## config.mk

```make
export PLATFORM = sky130hd
export DESIGN_NAME = bcc_fifo
export DESIGN_NICKNAME = d
export VERILOG_FILES = /design/src/design/barycentric_coordinates_core_macros.svh /design/src/design/bcc_pkg.sv /design/src/design/bcc_fifo.sv
export SDC_FILE = /design/constraint.sdc
export NUM_CORES = 2
export LEC_CHECK = 0
export BUFFER_PORTS_ARGS = -buffer_cell sky130_fd_sc_hd__clkbuf_2
export CAP_MARGIN = 10
export CORE_MARGIN = 3
export CORE_UTILIZATION = 61
export CTS_CLUSTER_SIZE = 20
export DETAILED_ROUTE_END_ITERATION = 7
export PLACE_DENSITY = 0.79
export SETUP_SLACK_MARGIN = 0.02
export SYNTH_ARGS = -nofsm -noshare
export SYNTH_HDL_FRONTEND = slang
export SYNTH_SLANG_ARGS = --single-unit
export TNS_END_PERCENT = 10
```

## constraint.sdc

```tcl
create_clock -name clk -period 19.77 [get_ports clk]
set_input_delay 3.954 -clock clk [delete_from_list [all_inputs] [get_ports clk]]
set_output_delay 3.954 -clock clk [all_outputs]
set_load 0.02 [all_outputs]
```

## src/design/barycentric_coordinates_core_macros.svh

```systemverilog
// ----------------------------------------------------------------------------
// Barycentric core assertion macros
// Concurrent assertion wrappers; they compile to nothing under SYNTHESIS.
// ----------------------------------------------------------------------------
`ifndef BARYCENTRIC_COORDINATES_CORE_MACROS_SVH
`define BARYCENTRIC_COORDINATES_CORE_MACROS_SVH

`ifndef SYNTHESIS
// checked outside reset only
`define BCC_ASSERT(lbl, clk, rst_n, prop) \
	lbl: assert property (@(posedge clk) disable iff (!rst_n) prop) \
		else $error("barycentric core assertion failed");
// checked at every edge, reset included
`define BCC_ASSERT_ALWAYS(lbl, clk, prop) \
	lbl: assert property (@(posedge clk) prop) \
		else $error("barycentric core assertion failed");
`else
`define BCC_ASSERT(lbl, clk, rst_n, prop)
`define BCC_ASSERT_ALWAYS(lbl, clk, prop)
`endif

`endif

```

## src/design/bcc_pkg.sv

```systemverilog
// ----------------------------------------------------------------------------
// Barycentric core package
// Payload types, internal widths and shared constants.
// ----------------------------------------------------------------------------
package bcc_pkg;

	// coordinate and derived widths
	localparam int COORD_W  = 16;
	localparam int EDGE_W   = COORD_W + 1;
	localparam int PROD_W   = 2 * EDGE_W;
	localparam int DOT_W    = PROD_W + 2;
	localparam int HALF_W   = DOT_W / 2;
	localparam int MUL_W    = 2 * DOT_W;
	localparam int DET_W    = MUL_W + 1;
	localparam int MAG_W    = DET_W;
	localparam int NUM_W    = MAG_W + 18;
	localparam int DEN_W    = MAG_W + 1;
	localparam int REM_W    = MAG_W + 2;
	localparam int SQ_W     = NUM_W + 1;
	localparam int U_W      = SQ_W + 2;
	localparam int CMP_W    = MAG_W + 33;
	localparam int THR_W    = 32;
	localparam int WGT_W    = 32;

	// front-to-back queue
	localparam int FIFO_DEPTH = 16;
	localparam int PTR_W      = $clog2(FIFO_DEPTH);
	localparam int CNT_W      = $clog2(FIFO_DEPTH + 1);

	// weight constants, Q16.16
	localparam logic signed [WGT_W-1:0] WGT_ONE  = 32'sh0001_0000;
	localparam logic signed [WGT_W-1:0] WGT_ZERO = 32'sh0000_0000;
	localparam logic signed [WGT_W-1:0] WGT_MAX  = 32'sh7FFF_FFFF;
	localparam logic signed [WGT_W-1:0] WGT_MIN  = 32'sh8000_0000;

	typedef struct packed {
		logic signed [COORD_W-1:0] point_x;
		logic signed [COORD_W-1:0] point_y;
		logic signed [COORD_W-1:0] point_z;
		logic signed [COORD_W-1:0] corner_a_x;
		logic signed [COORD_W-1:0] corner_a_y;
		logic signed [COORD_W-1:0] corner_a_z;
		logic signed [COORD_W-1:0] corner_b_x;
		logic signed [COORD_W-1:0] corner_b_y;
		logic signed [COORD_W-1:0] corner_b_z;
		logic signed [COORD_W-1:0] corner_c_x;
		logic signed [COORD_W-1:0] corner_c_y;
		logic signed [COORD_W-1:0] corner_c_z;
	} query_t;

	typedef struct packed {
		logic signed [WGT_W-1:0] weight_u;
		logic signed [WGT_W-1:0] weight_v;
		logic signed [WGT_W-1:0] weight_w;
		logic                    degenerate;
		logic                    saturated;
	} result_t;

	// classified item handed from front to back
	typedef struct packed {
		logic [MAG_W-1:0] mag_nv;
		logic [MAG_W-1:0] mag_nw;
		logic [MAG_W-1:0] mag_det;
		logic             neg_v;
		logic             neg_w;
		logic             degen;
	} front_res_t;

	// control bits riding alongside the divider
	typedef struct packed {
		logic valid;
		logic degen;
		logic neg_v;
		logic neg_w;
	} side_t;

endpackage

```

## src/design/bcc_fifo.sv

```systemverilog
// ----------------------------------------------------------------------------
// Front-to-back queue
// Short register queue of classified items between front and back.
// ----------------------------------------------------------------------------
module bcc_fifo (
	input  logic                  clk,
	input  logic                  arst_n,
	input  logic                  push,
	input  bcc_pkg::front_res_t   push_data,
	input  logic                  pop,
	output bcc_pkg::front_res_t   pop_data,
	output logic                  empty
);
	import bcc_pkg::*;

	front_res_t       mem [FIFO_DEPTH];
	logic [PTR_W-1:0] wr_ptr_q, rd_ptr_q;
	logic [CNT_W-1:0] count_q;

	// pointers and fill level
	always_ff @(posedge clk or negedge arst_n) begin
		if (!arst_n) begin
			wr_ptr_q <= '0;
			rd_ptr_q <= '0;
			count_q  <= '0;
		end else begin
			if (push) wr_ptr_q <= wr_ptr_q + PTR_W'(1);
			if (pop)  rd_ptr_q <= rd_ptr_q + PTR_W'(1);
			count_q <= count_q + CNT_W'(push) - CNT_W'(pop);
		end
	end

	// storage
	always_ff @(posedge clk) begin
		if (push) mem[wr_ptr_q] <= push_data;
	end

	assign pop_data = mem[rd_ptr_q];
	assign empty    = (count_q == '0);

endmodule

```

After elaboration in Yosys (flattened, before gate mapping) --
Memory sizes are Yosys's and may differ from the RTL's. Cells that the tools add are included.
Storage, ports and cells: bits in registers 13, bits in writable memories 3552, bits of input ports 226, output and inout port bits 223, word-level logic and storage cells 11, memories kept 1
Memories:
- mem | words 16, bits a word 222, rd ports 1, clocked after Yosys merged registers in 0, write ports 1, RTL line bcc_fifo.sv:16 | front_res_t mem [FIFO_DEPTH];
Cells by class: add/subtract/negate cells 4, muxes and demuxes 2, reduce and logical (&&, ||, !) cells 1
Operators with widths (number):
- adder 4 x 1 -> 4 bit, second input constant | 2
- adder 5 x 1 -> 5 bit | 1
- zero test 5 bit | 1
- subtractor 5 x 1 -> 5 bit | 1
- two-way mux 1 bit | 2

Logic depth before layout (Yosys ltp) --
word-level depth 2, mapped depth 9

Worst setup path before layout --
Ideal clock, no wire load.
kind input-to-reg, start input port push, end memory mem[3][0] in the netlist's numbering (enable), library setup time 1.076 ns, data arrival time 19.306 ns, required time 18.694 ns, slack -0.612 ns, stages 3, path buffers 1, cells stage by stage clkbuf_1 -> nand2_1 -> nor3_1
Between the ends: word-level cells in the longest chain between the ends 2
Ends and longest elaborated chain:
- start, declared | RTL line bcc_fifo.sv:8 | input logic push,
- two-way mux 1 bit | RTL line bcc_fifo.sv:35 | if (push) mem[wr_ptr_q] <= push_data;
- two-way mux 1 bit (not written as such) | RTL line bcc_fifo.sv:35
- end, declared | RTL line bcc_fifo.sv:16
No other way between the ends.

==> metrics.md <==
| Metric | Value |
|---|---|
| DR iter-0 viols | `8375` |
| Nets | `6569` |
| Routed wl met3 | `35.0 mm` |
| Worst rel slew slack | `0.170` |
| # DRC | `0` |
| CP most frequent cell | `buf_4` |
| Post-CTS Hold Fix Bufs | `0` |
| Primary FF master, synth | `edfxtp_1` |
| Synthesized area | `134000 µm²` |
| Synth top area cells | `edfxtp_1 (80%), mux4_2 (13%), a22oi_1 (2.1%)` |
| Period utilization | `0.524` |
| Max IR drop VDD | `0.144 mV` |
| Buf/Inv on CP | `5` |
| Slew Limit Fails | `0` |
| Power Total | `22.8 mW` |
| Global route overflow | `0` |
| Crit. End Element | `primary output` |
| DR vias/cell | `6.82` |
| Clock share of power | `0.283` |
| Layout area overhead | `12.3%` |
| Sequential share of power | `0.411` |
| Detailed Route WL | `323 mm` |
| Via count | `64800` |
| Stages on the worst setup path | `8` |
| Syn Area/Cell | `23.4 µm²` |
| Met1 Wirelength | `114 mm` |
| Overall routing resource usage | `0.292` |
| Ys Warns | `0` |
| Routed Antenna Nets | `0` |
| Die Ht | `475 µm` |
| Die area | `225000 µm²` |
| Commonest non-fill, non-tap cell in the layout | `edfxtp_1` |
| Hold Slack | `568 ps` |
| Initial Utilization | `0.615` |
| Top cell type's share of synthesized area | `0.796` |
| Fin area | `150000 µm²` |
| Worst skew pair latency | `990 ps` |
| TritonRoute pass-1 iters | `5` |
| Clk root buf | `clkbuf_16` |
| Status | `complete, no violations` |
| CP Class | `reg2out` |
| CP required | `15820 ps` |
| Pleak | `48.6 nW` |
| DP Area | `139000 µm²` |
| EDFF count, synth | `3552` |
| Synth Instances | `5732` |
| Max_cap viols | `0` |
| Cells along the critical path | `buf_4, buf_4, buf_4, buf_4, mux4_2, a22oi_1, nand2_1, clkbuf_2` |
| Post-synthesis sequential area ratio | `0.799` |
| Largest net degree at the start of global routing | `142` |
| Clock buffer depth | `4` |
| RSZ-0062 raised after global routing | `false` |
| Die extent in x | `475 µm` |
| Critical Path Source Type | `flip-flop` |
| Post-synth ARST share | `0.00365` |
| Vias in the first global route | `67700` |
| Synth Register Bits | `3565` |
| Int Pwr | `15.4 mW` |
| Highest metal used | `met5` |
| CP top delay family | `buffers and inverters` |
| Dominant cell type by area after synthesis | `edfxtp_1` |
| Max Clock Freq | `96.6 MHz` |
| Share of post-route cells with drive strength above 1 | `0.292` |
| CP max-delay cell | `dfrtp_4` |
| H-tree levels | `5` |
| Final hold violations | `0` |
| Switch share | `0.322` |
| Total CTS buffers | `356` |
| Placer Congestion | `0.751` |
| Worst-Margin Slew | `1240 ps` |
| WP data arrival | `6400 ps` |
| Clk_skew | `97.8 ps` |
| Hold crit path type | `reg2reg` |
| Post-DP HPWL | `150 mm` |
| Commonest non-fill, non-tap cells in the layout | `edfxtp_1 (3552), mux4_2 (758), clkbuf_2 (448)` |
| Sw Pwr | `7.32 mW` |
| Cell Rows | `171` |
| Io pins | `449` |
| Crit-path max FO | `50` |
| Final min period | `10350 ps` |
| Core Area | `218000 µm²` |
| Initial antenna violation count | `75` |
| Routed wl met2 | `161 mm` |
| TritonCTS clock tree | `done` |
| Clock slew at reported path FFs | `60 ps` |
| Filler instances | `12400` |
| CTS resizes | `0` |
| Worst Hold Depth | `1` |
| IO Port Bufs | `448` |
| R2r worst-path depth | `6` |
| Final setup viols | `0` |
| Power Density | `151 nW/µm²` |
| Netlist cell types | `34` |
| Combinational Power Share | `0.306` |
| Wire length per cell | `34.0 µm` |
| Syn Nets | `5970` |
| Global-route wire length before repair | `470 mm` |
| Max stage delay on crit path | `900 ps` |
| Sink Count | `3565` |
| Setup Buffers After CTS | `0` |
-- power by group through the flow --
stage / sequential [mW] / clock, mW / combinational (mW)
after floorplan: 9.63 / 0 / 4.71
after global placement: 9.43 / 0 / 6.83
after detailed placement: 9.49 / 0 / 6.91
after CTS: 9.36 / 6.52 / 7.01
after global routing: 9.40 / 6.80 / 7.34
final: 9.35 / 6.44 / 6.96
-- per-stage QoR --
stage	utilization	cells	setup WS [ps]	setup TNS, ps
2_1_floorplan	-	5732	-578	-383740
3_3_place_gp	0.640	8827	10340	0
3_5_place_dp	0.640	8827	10300	0
4_1_cts	0.690	9435	9190	0
5_1_grt	0.691	9465	8850	0
6_report	0.691	9492	9420	0
-- cell usage after synthesis (all sizes together), types with 11 or more instances --
library cell	number
a21o	42
mux2i	166
mux4	758
a22oi	368
edfxtp	3552
buf	168
nor2	16
a22o	41
nor2b	12
dfrtp	13
a221oi	47
clkbuf	153
nand3	19
nand2	184
ha	11
mux2	95
o22ai	47
-- worst paths after layout --
check                                 start  slack, ps       endpoint
min in group asynchronous            arst_n       2940     count_q[3]
worst max-delay path            rd_ptr_q[0]       9420  pop_data[122]
worst min-delay path            wr_ptr_q[0]        570    wr_ptr_q[0]
max in group asynchronous            arst_n      16440    rd_ptr_q[3]
worst max register to register  wr_ptr_q[0]      15230    mem[3][158]
worst min register to register  wr_ptr_q[0]        570    wr_ptr_q[0]
-- registers in the layout, summed over array words and instances, names as in the netlist --
signal and flops:
wr_ptr_q 4, mem 3552, rd_ptr_q 4, count_q 5
-- worst register-to-register path, delay by kind of cell, from the launching register on --
family        cells  cell delay [ps]
buf+inv           3             2560
simple gates      2              940
flops             1              440
fa+ha+maj         1              170
-- metal layers --
layer  GRT usage  up-vias
met5           0        -
met4       0.122       34
met3      0.0685      660
met2       0.470     4143
met1       0.389    34100
li1            -    25800
-- area by class of cell --
class	count	area, µm²	area share
Antenna cell	57	143	0.000948
Inverter	8	30.0	0.000200
Clock buffer	440	9440	0.0627
Multi-Input combinational cell	1838	25400	0.169
Tap cell	2854	3570	0.0237
Clock inverter	168	1530	0.0102
Sequential cell	3565	107000	0.711
Timing Repair Buffer	562	3320	0.0221
-- logic make-up (layout without fill, tap and decap cells) --
family,Yosys count,after routing,synth area share
buffers and inverters,329,1178,0.0130
multiplexers,1019,1019,0.148
XOR/XNOR,10,10,0.000654
flip-flops,3565,3565,0.799
other,0,57,0
adder cells (fa/ha/maj),12,12,0.00118
AND/OR/NAND/NOR,243,243,0.00741
AO/OA/AOI/OAI,554,554,0.0315
(Power assumes the default switching activity.)
